`src/rtl/assert_macros.svh`:
```
// Assertion helpers shared by the RTL. Each macro expects clk and rst_n in scope.
`ifndef ASSERT_MACROS_SVH
`define ASSERT_MACROS_SVH

// Property checked on every rising edge outside reset.
`define ASSERT_PROP(label, prop, msg) \
    label: assert property (@(posedge clk) disable iff (!rst_n) prop) else $error(msg);

// Condition that must never be seen outside reset.
`define ASSERT_NEVER(label, cond, msg) \
    label: assert property (@(posedge clk) disable iff (!rst_n) !(cond)) else $error(msg);

`endif

```
`src/rtl/ptpc_pkg.sv`:
```
`default_nettype none

package ptpc_pkg;

    // item kinds
    typedef enum logic [1:0] {
        KIND_STD_CMD = 2'd0,
        KIND_NSI_CMD = 2'd1,
        KIND_STATUS  = 2'd2,
        KIND_TICK    = 2'd3
    } kind_t;

    // configuration register indexes
    localparam logic [1:0] CFG_UNIT_ADDR = 2'd0;
    localparam logic [1:0] CFG_STD_IF    = 2'd1;
    localparam logic [1:0] CFG_TAPE      = 2'd2;
    localparam logic [1:0] CFG_PARITY    = 2'd3;

    // punch codes
    localparam logic [1:0] PAR_7P = 2'd1;
    localparam logic [1:0] PAR_7X = 2'd2;

    // mode flag masks
    localparam logic [5:0] M_ALPHA = 6'o01;
    localparam logic [5:0] M_BIN   = 6'o02;
    localparam logic [5:0] M_BLANK = 6'o04;
    localparam logic [5:0] M_DISC  = 6'o10;
    localparam logic [5:0] M_BUSY  = 6'o20;
    localparam logic [5:0] M_DELTA = 6'o40;
    localparam logic [5:0] M_HOLD  = M_BUSY | M_DISC | M_BIN | M_BLANK;

    // status masks
    localparam logic [2:0] S_TERM = 3'o1;
    localparam logic [2:0] S_OPAT = 3'o2;
    localparam logic [2:0] S_ERR  = 3'o4;

    // standard interface command groups and codes
    localparam logic [2:0] GRP_START = 3'o1;
    localparam logic [2:0] GRP_STAT  = 3'o2;
    localparam logic [2:0] GRP_CTRL  = 3'o3;
    localparam logic [5:0] CMD_SENSE = 6'o20;
    localparam logic [5:0] CMD_CLEAR = 6'o24;
    localparam logic [5:0] CMD_DISC  = 6'o36;
    localparam logic [5:0] RESP_BUSY = 6'd3;
    localparam logic [5:0] RESP_ACK  = 6'd5;

    // shift characters
    localparam logic [5:0] CH_ALPHA   = 6'o74;
    localparam logic [5:0] CH_BETA    = 6'o75;
    localparam logic [5:0] CH_DELTA   = 6'o76;
    localparam logic [5:0] CH_DELTA_A = 6'o77;

    // 7X swap codes
    localparam logic [7:0] X_DOLLAR = 8'o044;
    localparam logic [7:0] X_POUND  = 8'o243;
    localparam logic [7:0] X_BAR    = 8'o174;

    typedef struct packed {
        logic [5:0] unit_address;
        logic       standard_interface;
        logic       tape_attached;
        logic [1:0] parity_mode;
    } cfg_t;

    typedef struct packed {
        logic [5:0] mode_flags;
        logic [2:0] status_bits;
        logic       done;
    } state_t;

    typedef struct packed {
        logic [1:0] kind;
        logic [5:0] device_number;
        logic [5:0] command_code;
        logic [5:0] char_in;
        logic       end_of_record;
        logic       write_error;
    } item_t;

    typedef struct packed {
        logic [5:0] response;
        logic       punch_valid;
        logic [7:0] punch_byte;
        logic       done_flag;
    } result_t;

    // zone translation of a 6-bit character to tape code
    function automatic logic [7:0] map_zone(input logic [5:0] c, input logic beta);
        logic [7:0] d;
        d = {4'b0, c[3:0]};
        case (c[5:4])
            2'b00:   d = d | 8'o060;
            2'b01:   d = d | 8'o040;
            2'b10:   d = d | (beta ? 8'o140 : 8'o100);
            default: d = d | (beta ? 8'o160 : 8'o120);
        endcase
        return d;
    endfunction

endpackage

`default_nettype wire

```
`src/rtl/ptpc_step.sv`:
```
`default_nettype none

// One item against the current unit state: next state and result word.
module ptpc_step
    import ptpc_pkg::*;
(
    input  var cfg_t    cfg,
    input  var state_t  st,
    input  var item_t   item,
    output state_t      st_next,
    output result_t     res
);

    logic [5:0] mf;
    logic [2:0] sb;
    logic       dn;
    logic [5:0] resp;
    logic       pv;
    logic [7:0] data;
    logic       have;
    logic       addressed;
    logic       busy;
    logic [5:0] ch;
    logic [5:0] cmd;

    always_comb
    begin
        mf   = st.mode_flags;
        sb   = st.status_bits;
        dn   = st.done;
        resp = '0;
        pv   = 1'b0;
        data = '0;
        have = 1'b0;
        ch   = item.char_in;
        cmd  = item.command_code;
        busy = st.mode_flags[4];
        addressed = (item.device_number == cfg.unit_address);

        case (kind_t'(item.kind))
            KIND_TICK:
            begin
                if ((mf & M_DISC) != '0)
                begin
                    mf = mf & M_ALPHA;
                    dn = 1'b1;
                end
                else if (!busy)
                begin
                    mf = st.mode_flags;
                end
                else if (!cfg.tape_attached)
                begin
                    mf = mf & M_ALPHA;
                    sb = S_TERM;
                    dn = 1'b1;
                end
                else
                begin
                    if ((mf & M_BLANK) != '0)
                    begin
                        have = 1'b1;
                    end
                    else if ((mf & M_BIN) != '0)
                    begin
                        data = map_zone(ch, 1'b0);
                        have = 1'b1;
                    end
                    else if (ch == CH_ALPHA)
                    begin
                        mf = (mf & M_HOLD) | M_ALPHA;
                    end
                    else if (ch == CH_BETA)
                    begin
                        mf = mf & M_HOLD;
                    end
                    else if (ch == CH_DELTA)
                    begin
                        mf = (mf & (M_HOLD | M_ALPHA)) | M_DELTA;
                    end
                    else if (ch == CH_DELTA_A)
                    begin
                        mf = mf & (M_HOLD | M_ALPHA);
                    end
                    else if ((mf & M_DELTA) != '0)
                    begin
                        mf   = mf & ~M_DELTA;
                        data = {2'b0, ch};
                        if (ch[5])
                        begin
                            data = data | (X_BAR ^ {2'b0, ch[4], 5'b0});
                        end
                        have = (data != '0);
                    end
                    else
                    begin
                        data = map_zone(ch, (mf & M_ALPHA) == '0);
                        have = 1'b1;
                    end

                    if (have)
                    begin
                        case (cfg.parity_mode)
                            PAR_7P: data = {^data[6:0], data[6:0]};
                            PAR_7X:
                            begin
                                if (data == X_DOLLAR)
                                begin
                                    data = X_POUND;
                                end
                                else if (data == X_BAR)
                                begin
                                    data = X_DOLLAR;
                                end
                            end
                            default: data = data;
                        endcase
                        pv = 1'b1;
                    end

                    if (have && item.write_error)
                    begin
                        mf = mf & (M_DELTA | M_ALPHA);
                        sb = sb | S_TERM | S_ERR;
                        dn = 1'b1;
                    end
                    else if (item.end_of_record)
                    begin
                        mf = mf & (M_DELTA | M_ALPHA);
                        sb = sb | S_TERM;
                        dn = 1'b1;
                    end
                end
            end
            KIND_STD_CMD:
            begin
                if (addressed && cfg.standard_interface && cfg.tape_attached)
                begin
                    case (cmd[5:3])
                        GRP_START:
                        begin
                            if (busy)
                            begin
                                resp = RESP_BUSY;
                            end
                            else
                            begin
                                mf = ((cmd[0] ? 6'b0 : mf) & (M_DELTA | M_ALPHA))
                                     | M_BUSY | {3'b0, cmd[2:0]};
                                sb = '0;
                                dn = 1'b0;
                                resp = RESP_ACK;
                            end
                        end
                        GRP_STAT:
                        begin
                            if (cmd == CMD_SENSE)
                            begin
                                resp = {~sb[2], 4'b0, sb[0]};
                            end
                            else if (cmd == CMD_CLEAR)
                            begin
                                resp = {4'b0, sb[2], 1'b1};
                                sb = '0;
                                dn = 1'b0;
                            end
                        end
                        GRP_CTRL:
                        begin
                            if (cmd == CMD_DISC)
                            begin
                                mf = mf | M_DISC;
                                resp = RESP_ACK;
                            end
                        end
                        default: resp = '0;
                    endcase
                end
            end
            KIND_NSI_CMD:
            begin
                if (addressed && !cfg.standard_interface)
                begin
                    if (cmd[1])
                    begin
                        if (busy)
                        begin
                            mf = mf | M_DISC;
                        end
                    end
                    else if (cmd[0])
                    begin
                        if (busy || !cfg.tape_attached)
                        begin
                            sb = sb | S_OPAT;
                            dn = 1'b1;
                        end
                        else
                        begin
                            mf = cmd[3] ? (mf & M_ALPHA) : M_ALPHA;
                            if (cmd[4])
                            begin
                                mf = mf | M_BIN;
                            end
                            if (cmd[5])
                            begin
                                mf = mf | M_BLANK;
                            end
                            mf = mf | M_BUSY;
                            sb = '0;
                            dn = 1'b0;
                        end
                    end
                end
            end
            default:
            begin
                // status read, non-standard interface only
                if (addressed && !cfg.standard_interface)
                begin
                    resp = {busy, 2'b0, sb};
                    sb = '0;
                    dn = 1'b0;
                end
            end
        endcase

        st_next.mode_flags  = mf;
        st_next.status_bits = sb;
        st_next.done        = dn;
        res.response        = resp;
        res.punch_valid     = pv;
        res.punch_byte      = data;
        res.done_flag       = dn;
    end

endmodule

`default_nettype wire

```
`src/rtl/paper_tape_punch_controller_core.sv`:
```
// Paper tape punch controller, one unit.
// Item channel (item_valid/item_ready): kind, device_number, command_code,
// char_in, end_of_record, write_error. Each item yields exactly one result
// on the result channel (result_valid/result_ready): response, punch_valid,
// punch_byte, done_flag.
// Config channel (cfg_valid/cfg_ready, cfg_index, cfg_data) is always ready;
// index 0 unit address, 1 standard interface, 2 tape attached, 3 punch code.
// Write it only while no item is in flight.
// Structure: two register stages, input register and result register; an item
// is decoded against the unit state as it leaves the input register, and its
// result is offered from then on. Throughput: one item per cycle while results
// are taken; the decode/translate step sits between the two registers.
// Stall: if the result is not taken, the input register still holds one more
// item, then item_ready drops until result_ready returns.
// Reset (rst_n low, async): no items held, config back to unit 8, standard
// interface, no tape, plain 7-bit code; mode flags alpha, status and done clear.
`default_nettype none
`include "assert_macros.svh"

module paper_tape_punch_controller_core
    import ptpc_pkg::*;
(
    input  var logic       clk,
    input  var logic       rst_n,
    // item channel
    input  var logic       item_valid,
    output logic           item_ready,
    input  var logic [1:0] kind,
    input  var logic [5:0] device_number,
    input  var logic [5:0] command_code,
    input  var logic [5:0] char_in,
    input  var logic       end_of_record,
    input  var logic       write_error,
    // result channel
    output logic           result_valid,
    input  var logic       result_ready,
    output logic [5:0]     response,
    output logic           punch_valid,
    output logic [7:0]     punch_byte,
    output logic           done_flag,
    // config channel
    input  var logic       cfg_valid,
    output logic           cfg_ready,
    input  var logic [1:0] cfg_index,
    input  var logic [5:0] cfg_data
);

    cfg_t    cfg_reg;
    state_t  st_reg;
    state_t  st_next;
    item_t   item_reg;
    logic    item_vld_reg;
    result_t res_reg;
    result_t res_next;
    logic    res_vld_reg;

    logic    item_accept;
    logic    advance;

    // decode fires when an item is held and the result slot is free or draining
    assign advance     = item_vld_reg && (!res_vld_reg || result_ready);
    assign item_ready  = !item_vld_reg || advance;
    assign item_accept = item_valid && item_ready;
    assign cfg_ready   = 1'b1;

    ptpc_step u_step (
        .cfg     (cfg_reg),
        .st      (st_reg),
        .item    (item_reg),
        .st_next (st_next),
        .res     (res_next)
    );

    // configuration registers
    always_ff @(posedge clk or negedge rst_n)
    begin
        if (!rst_n)
        begin
            cfg_reg.unit_address       <= 6'd8;
            cfg_reg.standard_interface <= 1'b1;
            cfg_reg.tape_attached      <= 1'b0;
            cfg_reg.parity_mode        <= 2'd0;
        end
        else if (cfg_valid)
        begin
            case (cfg_index)
                CFG_UNIT_ADDR: cfg_reg.unit_address       <= cfg_data;
                CFG_STD_IF:    cfg_reg.standard_interface <= cfg_data[0];
                CFG_TAPE:      cfg_reg.tape_attached      <= cfg_data[0];
                CFG_PARITY:    cfg_reg.parity_mode        <= cfg_data[1:0];
                default:       cfg_reg.unit_address       <= cfg_reg.unit_address;
            endcase
        end
    end

    // unit state and valid bits
    always_ff @(posedge clk or negedge rst_n)
    begin
        if (!rst_n)
        begin
            st_reg.mode_flags  <= M_ALPHA;
            st_reg.status_bits <= '0;
            st_reg.done        <= 1'b0;
            item_vld_reg       <= 1'b0;
            res_vld_reg        <= 1'b0;
        end
        else
        begin
            if (advance)
            begin
                st_reg <= st_next;
            end
            if (item_accept)
            begin
                item_vld_reg <= 1'b1;
            end
            else if (advance)
            begin
                item_vld_reg <= 1'b0;
            end
            if (advance)
            begin
                res_vld_reg <= 1'b1;
            end
            else if (result_ready)
            begin
                res_vld_reg <= 1'b0;
            end
        end
    end

    // payload registers
    always_ff @(posedge clk)
    begin
        if (item_accept)
        begin
            item_reg.kind          <= kind;
            item_reg.device_number <= device_number;
            item_reg.command_code  <= command_code;
            item_reg.char_in       <= char_in;
            item_reg.end_of_record <= end_of_record;
            item_reg.write_error   <= write_error;
        end
        if (advance)
        begin
            res_reg <= res_next;
        end
    end

    assign result_valid = res_vld_reg;
    assign response     = res_reg.response;
    assign punch_valid  = res_reg.punch_valid;
    assign punch_byte   = res_reg.punch_byte;
    assign done_flag    = res_reg.done_flag;

    // a punched byte never comes with a command reply
    `ASSERT_NEVER(a_punch_no_resp, result_valid && punch_valid && (response != '0), "punch with reply")
    // no punch means a zero byte
    `ASSERT_NEVER(a_idle_byte_zero, result_valid && !punch_valid && (punch_byte != '0), "stray byte")
    // unit state only moves when an item is decoded
    `ASSERT_PROP(a_state_hold, !advance |=> $stable(st_reg), "state changed without item")
    // full input stage behind a stalled result blocks new items
    `ASSERT_NEVER(a_stall_blocks, item_vld_reg && res_vld_reg && !result_ready && item_ready, "overrun")

endmodule

`default_nettype wire
```
`config.mk`:
```
export PLATFORM = sky130hd
export DESIGN_NAME = paper_tape_punch_controller_core
export DESIGN_NICKNAME = d
export VERILOG_FILES = /design/src/rtl/ptpc_pkg.sv /design/src/rtl/ptpc_step.sv /design/src/rtl/paper_tape_punch_controller_core.sv
export VERILOG_INCLUDE_DIRS = /design/src /design/src/rtl
export SDC_FILE = /design/constraint.sdc
export NUM_CORES = 1
export LEC_CHECK = 0
export ABC_AREA = 1
export BUFFER_PORTS_ARGS = -buffer_cell sky130_fd_sc_hd__buf_2
export CORE_MARGIN = 2
export CORE_UTILIZATION = 55
export CTS_CLUSTER_DIAMETER = 50
export DETAILED_ROUTE_END_ITERATION = 6
export GPL_TIMING_DRIVEN = 0
export PLACE_DENSITY = 0.77
export SYNTH_ARGS = -nofsm -noshare
export SYNTH_HDL_FRONTEND = slang
export SYNTH_HIERARCHICAL = 1
export SYNTH_SLANG_ARGS = --single-unit
```
`constraint.sdc`:
```
create_clock -name clk -period 2.8 [get_ports clk]
set_clock_uncertainty 0.05 [all_clocks]
set_input_delay 0 -clock clk [delete_from_list [all_inputs] [get_ports clk]]
set_output_delay 0 -clock clk [all_outputs]
set_load 0.05 [all_outputs]
```
==> flow_summary_export.csv <==
group,metric,value,unit
run_status,status,"completed",
cts,clk_pin_slew,0.07,ns
power,combinationalPowerShare,34.5,%
finish,fillers,476,
cts,cts_tree,"yes",
critical_path,start_kind,"flop",
finish,area_delta_synth_final,26.1,%
drt,ant_nets,0,
synth,synth-seq-area-share,45.8,%
power,power.switching,1.02,mW
sta,worst_pin_slew,0.931,ns
floorplanning,start_util,57.6,%
critical_path,cp.required,2.84,ns
grt,grt_pass1_vias,3257,
cts,ctsResizeCount,0,
floorplanning,die_h,86.0,µm
power,p_int,1.71,mW
placed_design,postPlaceCellArea,4060,µm²
drt,wl_per_cell,14.3,µm
cts,h-tree-depth,3,
power,p_clk_share,23.0,%
drt,firstDrtPassIters,5,
job,maxCapViolations,0,
drt,vias,3418,
placed_design,pre_cts_slack,0.273,ns
power,pwr-share-seq,42.6,%
drt,avgViaCountPerCell,5.30,
finish,antenna_cells,0,
sta,max_freq,390,MHz
drt,wirelength,9.20,mm
critical_path,end_kind,"flop",
synth,synth_area_per_cell,8.15,µm²
finish,drive_above_1_share,19.7,%
drt,remaining_drc_errors,0,
floorplanning,die_w,86.0,µm
finish,final_cell_mix,"nand2_1 (148), inv_1 (54), buf_2 (53)",
synth,synth_cells,454,
sta,min_period,2.57,ns
power,netSwitchingFraction,37.5,%
synth,synth_area,3700,µm²
critical_path,timing.rr.start,"item_reg[7]$_DFFE_PP_",
power,power_leakage,2.31,nW
placed_design,dp_cells,584,
floorplanning,rows,29,
sta,maxSlewViolCount,0,
cts,clock-sinks,60,
grt,grt_antenna_before_repair,0,
floorplanning,dieArea,7400,µm²
cts,cts_buffers,9,
sta,setup_ws,0.233,ns
finish,nNetsFinal,611,
cts,cts_buffer_depth,2,
synth,ys_warn_count,6,
worst_hold_path,hp-class,"input port to asynchronous set/reset pin",
critical_path,reg2regPathDepth,10,
sta,rsz0062_at_grt,"false",
synth,yosys_register_bits,60,
finish,largest_reg_flops,22,
placed_design,gp_congestion,0.952,
power,ir_drop,0.415,mV
grt,grt_first_pass_wirelength,15.1,mm
grt,grt_use_total,26.4,%
grt,gr-total-overflow,0,
critical_path,path_class,"flop to flop",
finish,postLayoutCoreUtil,72.7,%
critical_path,cp.arrival,2.61,ns
sta,hold_viol_final,0,
finish,finish.instance_area,4670,µm²
grt,grt_max_degree,23,
placed_design,dpl.hpwl,6.26,mm
cts,clk_latency,0.33,ns
power,power.density,585,nW/µm²
floorplanning,core,6420,µm²
finish,final_common_cell,"nand2_1",
critical_path,reg2reg_slack,0.23,ns
critical_path,critPathMaxFanout,6,
sta,setup_violations,0,
sta,min_period_over_period,91.7,%
finish,instances_no_fill,645,
drt,drt_iter0_drc,187,
placed_design,port_buffers,52,
sta,slew_headroom,37.8,%
critical_path,r2r-end,"punch_byte[7]$_DFFE_PP_",
floorplanning,io_pins,54,
sta,finalSetupTns,0,ns
cts,cts_root_buf,"clkbuf_8",
synth,ys_types,41,
worst max-delay path, stage by stage, from the launching register on:
cell	delay [ns]
edfxtp_1	0.49
ha_1	0.24
nand3_2	0.12
o21ai_2	0.10
a21oi_1	0.36
ha_1	0.31
xnor2_1	0.13
xor2_1	0.15
or2_0	0.20
nand3_1	0.09
a21oi_1	0.07
final cells by class:
class | count | area (µm²) | share of cell area, %
Multi-Input combinational cell | 324 | 1700 | 36.5
Sequential cell | 60 | 1700 | 36.3
Timing Repair Buffer | 97 | 711 | 15.2
Inverter | 60 | 225 | 4.83
Clock buffer | 12 | 135 | 2.90
Tap cell | 77 | 96.3 | 2.06
Buffer | 11 | 83.8 | 1.80
Clock inverter | 4 | 18.8 | 0.402
metrics by stage:
stage | hold WS [ns] | power, mW
finish | 0.132 | 2.73
global route | 0.173 | 2.90
detailed placement | -0.0259 | 2.04
floorplan | -0.346 | 1.82
CTS | 0.152 | 2.73
global placement | -0.0435 | 2.01
what timing repair did:
| item | CTS | global route |
|---|---|---|
| endpoints found under the hold margin | 56 | 0 |
| endpoints found under the setup margin | 0 | 0 |
| hold buffers | 45 | 0 |
| setup buffers | 0 | 0 |
worst max path at each step:
stage / from / to / slack [ns] / cells after the start
floorplan: item_reg[7]$_DFFE_PP_ / punch_byte[7]$_DFFE_PP_ / 0.55 / 10
global placement: item_reg[7]$_DFFE_PP_ / punch_byte[7]$_DFFE_PP_ / 0.30 / 10
detailed placement: item_reg[7]$_DFFE_PP_ / punch_byte[7]$_DFFE_PP_ / 0.27 / 10
CTS: item_reg[7]$_DFFE_PP_ / punch_byte[7]$_DFFE_PP_ / 0.25 / 10
global route: item_reg[7]$_DFFE_PP_ / punch_byte[7]$_DFFE_PP_ / 0.09 / 10
finish: item_reg[7]$_DFFE_PP_ / punch_byte[7]$_DFFE_PP_ / 0.23 / 10
Yosys cell counts, drive strengths merged:
| cell type | number | area (µm²) |
|---|---|---|
| nand4 | 12 | 96.3 |
| nor2 | 35 | 170 |
| or2 | 2 | 12.5 |
| o21ai | 24 | 131 |
| a21oi | 9 | 45.0 |
| o22ai | 1 | 6.26 |
| buf | 10 | 80.1 |
| o211ai | 2 | 15.0 |
| clkbuf | 1 | 3.75 |
| dfstp | 3 | 78.8 |
| nor4 | 1 | 6.26 |
| nand2 | 155 | 614 |
| a41oi | 1 | 8.76 |
| nor3 | 7 | 51.3 |
| dfrtp | 19 | 475 |
| a32o | 1 | 10.0 |
| nand3 | 48 | 275 |
| xor2 | 1 | 8.76 |
| ha | 13 | 163 |
| o2111ai | 3 | 26.3 |
| conb | 2 | 7.51 |
| xnor2 | 4 | 35.0 |
| nand3b | 2 | 15.0 |
| edfxtp | 38 | 1140 |
| inv | 60 | 225 |
power groups by stage:
stage               logic [mW]  registers, mW  clock network [mW]
floorplan                0.572           1.25                   0
global placement         0.838           1.17                   0
detailed placement       0.863           1.18                   0
CTS                      0.928           1.16               0.642
global route              1.04           1.18               0.684
finish                   0.942           1.16               0.628
routing by layer:
| layer | track usage (%) | up-vias | part of all wire, % |
|---|---|---|---|
| met5 | 0 | - | 0 |
| met4 | 12.3 | 0 | 2.9 |
| met3 | 4.72 | 29 | 5.6 |
| met2 | 45.1 | 142 | 49 |
| met1 | 32.5 | 1551 | 43 |
| li1 | - | 1696 | - |
cells by family after synthesis:
kind of cell	share of synthesized area (%)
adder cells (fa/ha/maj)	4.39
AND/OR/NAND/NOR	33.5
other	0.203
flip-flops	45.8
buffers and inverters	8.35
AO/OA/AOI/OAI	6.56
XOR/XNOR	1.18
Note: power is estimated with default switching activity, not from simulation.
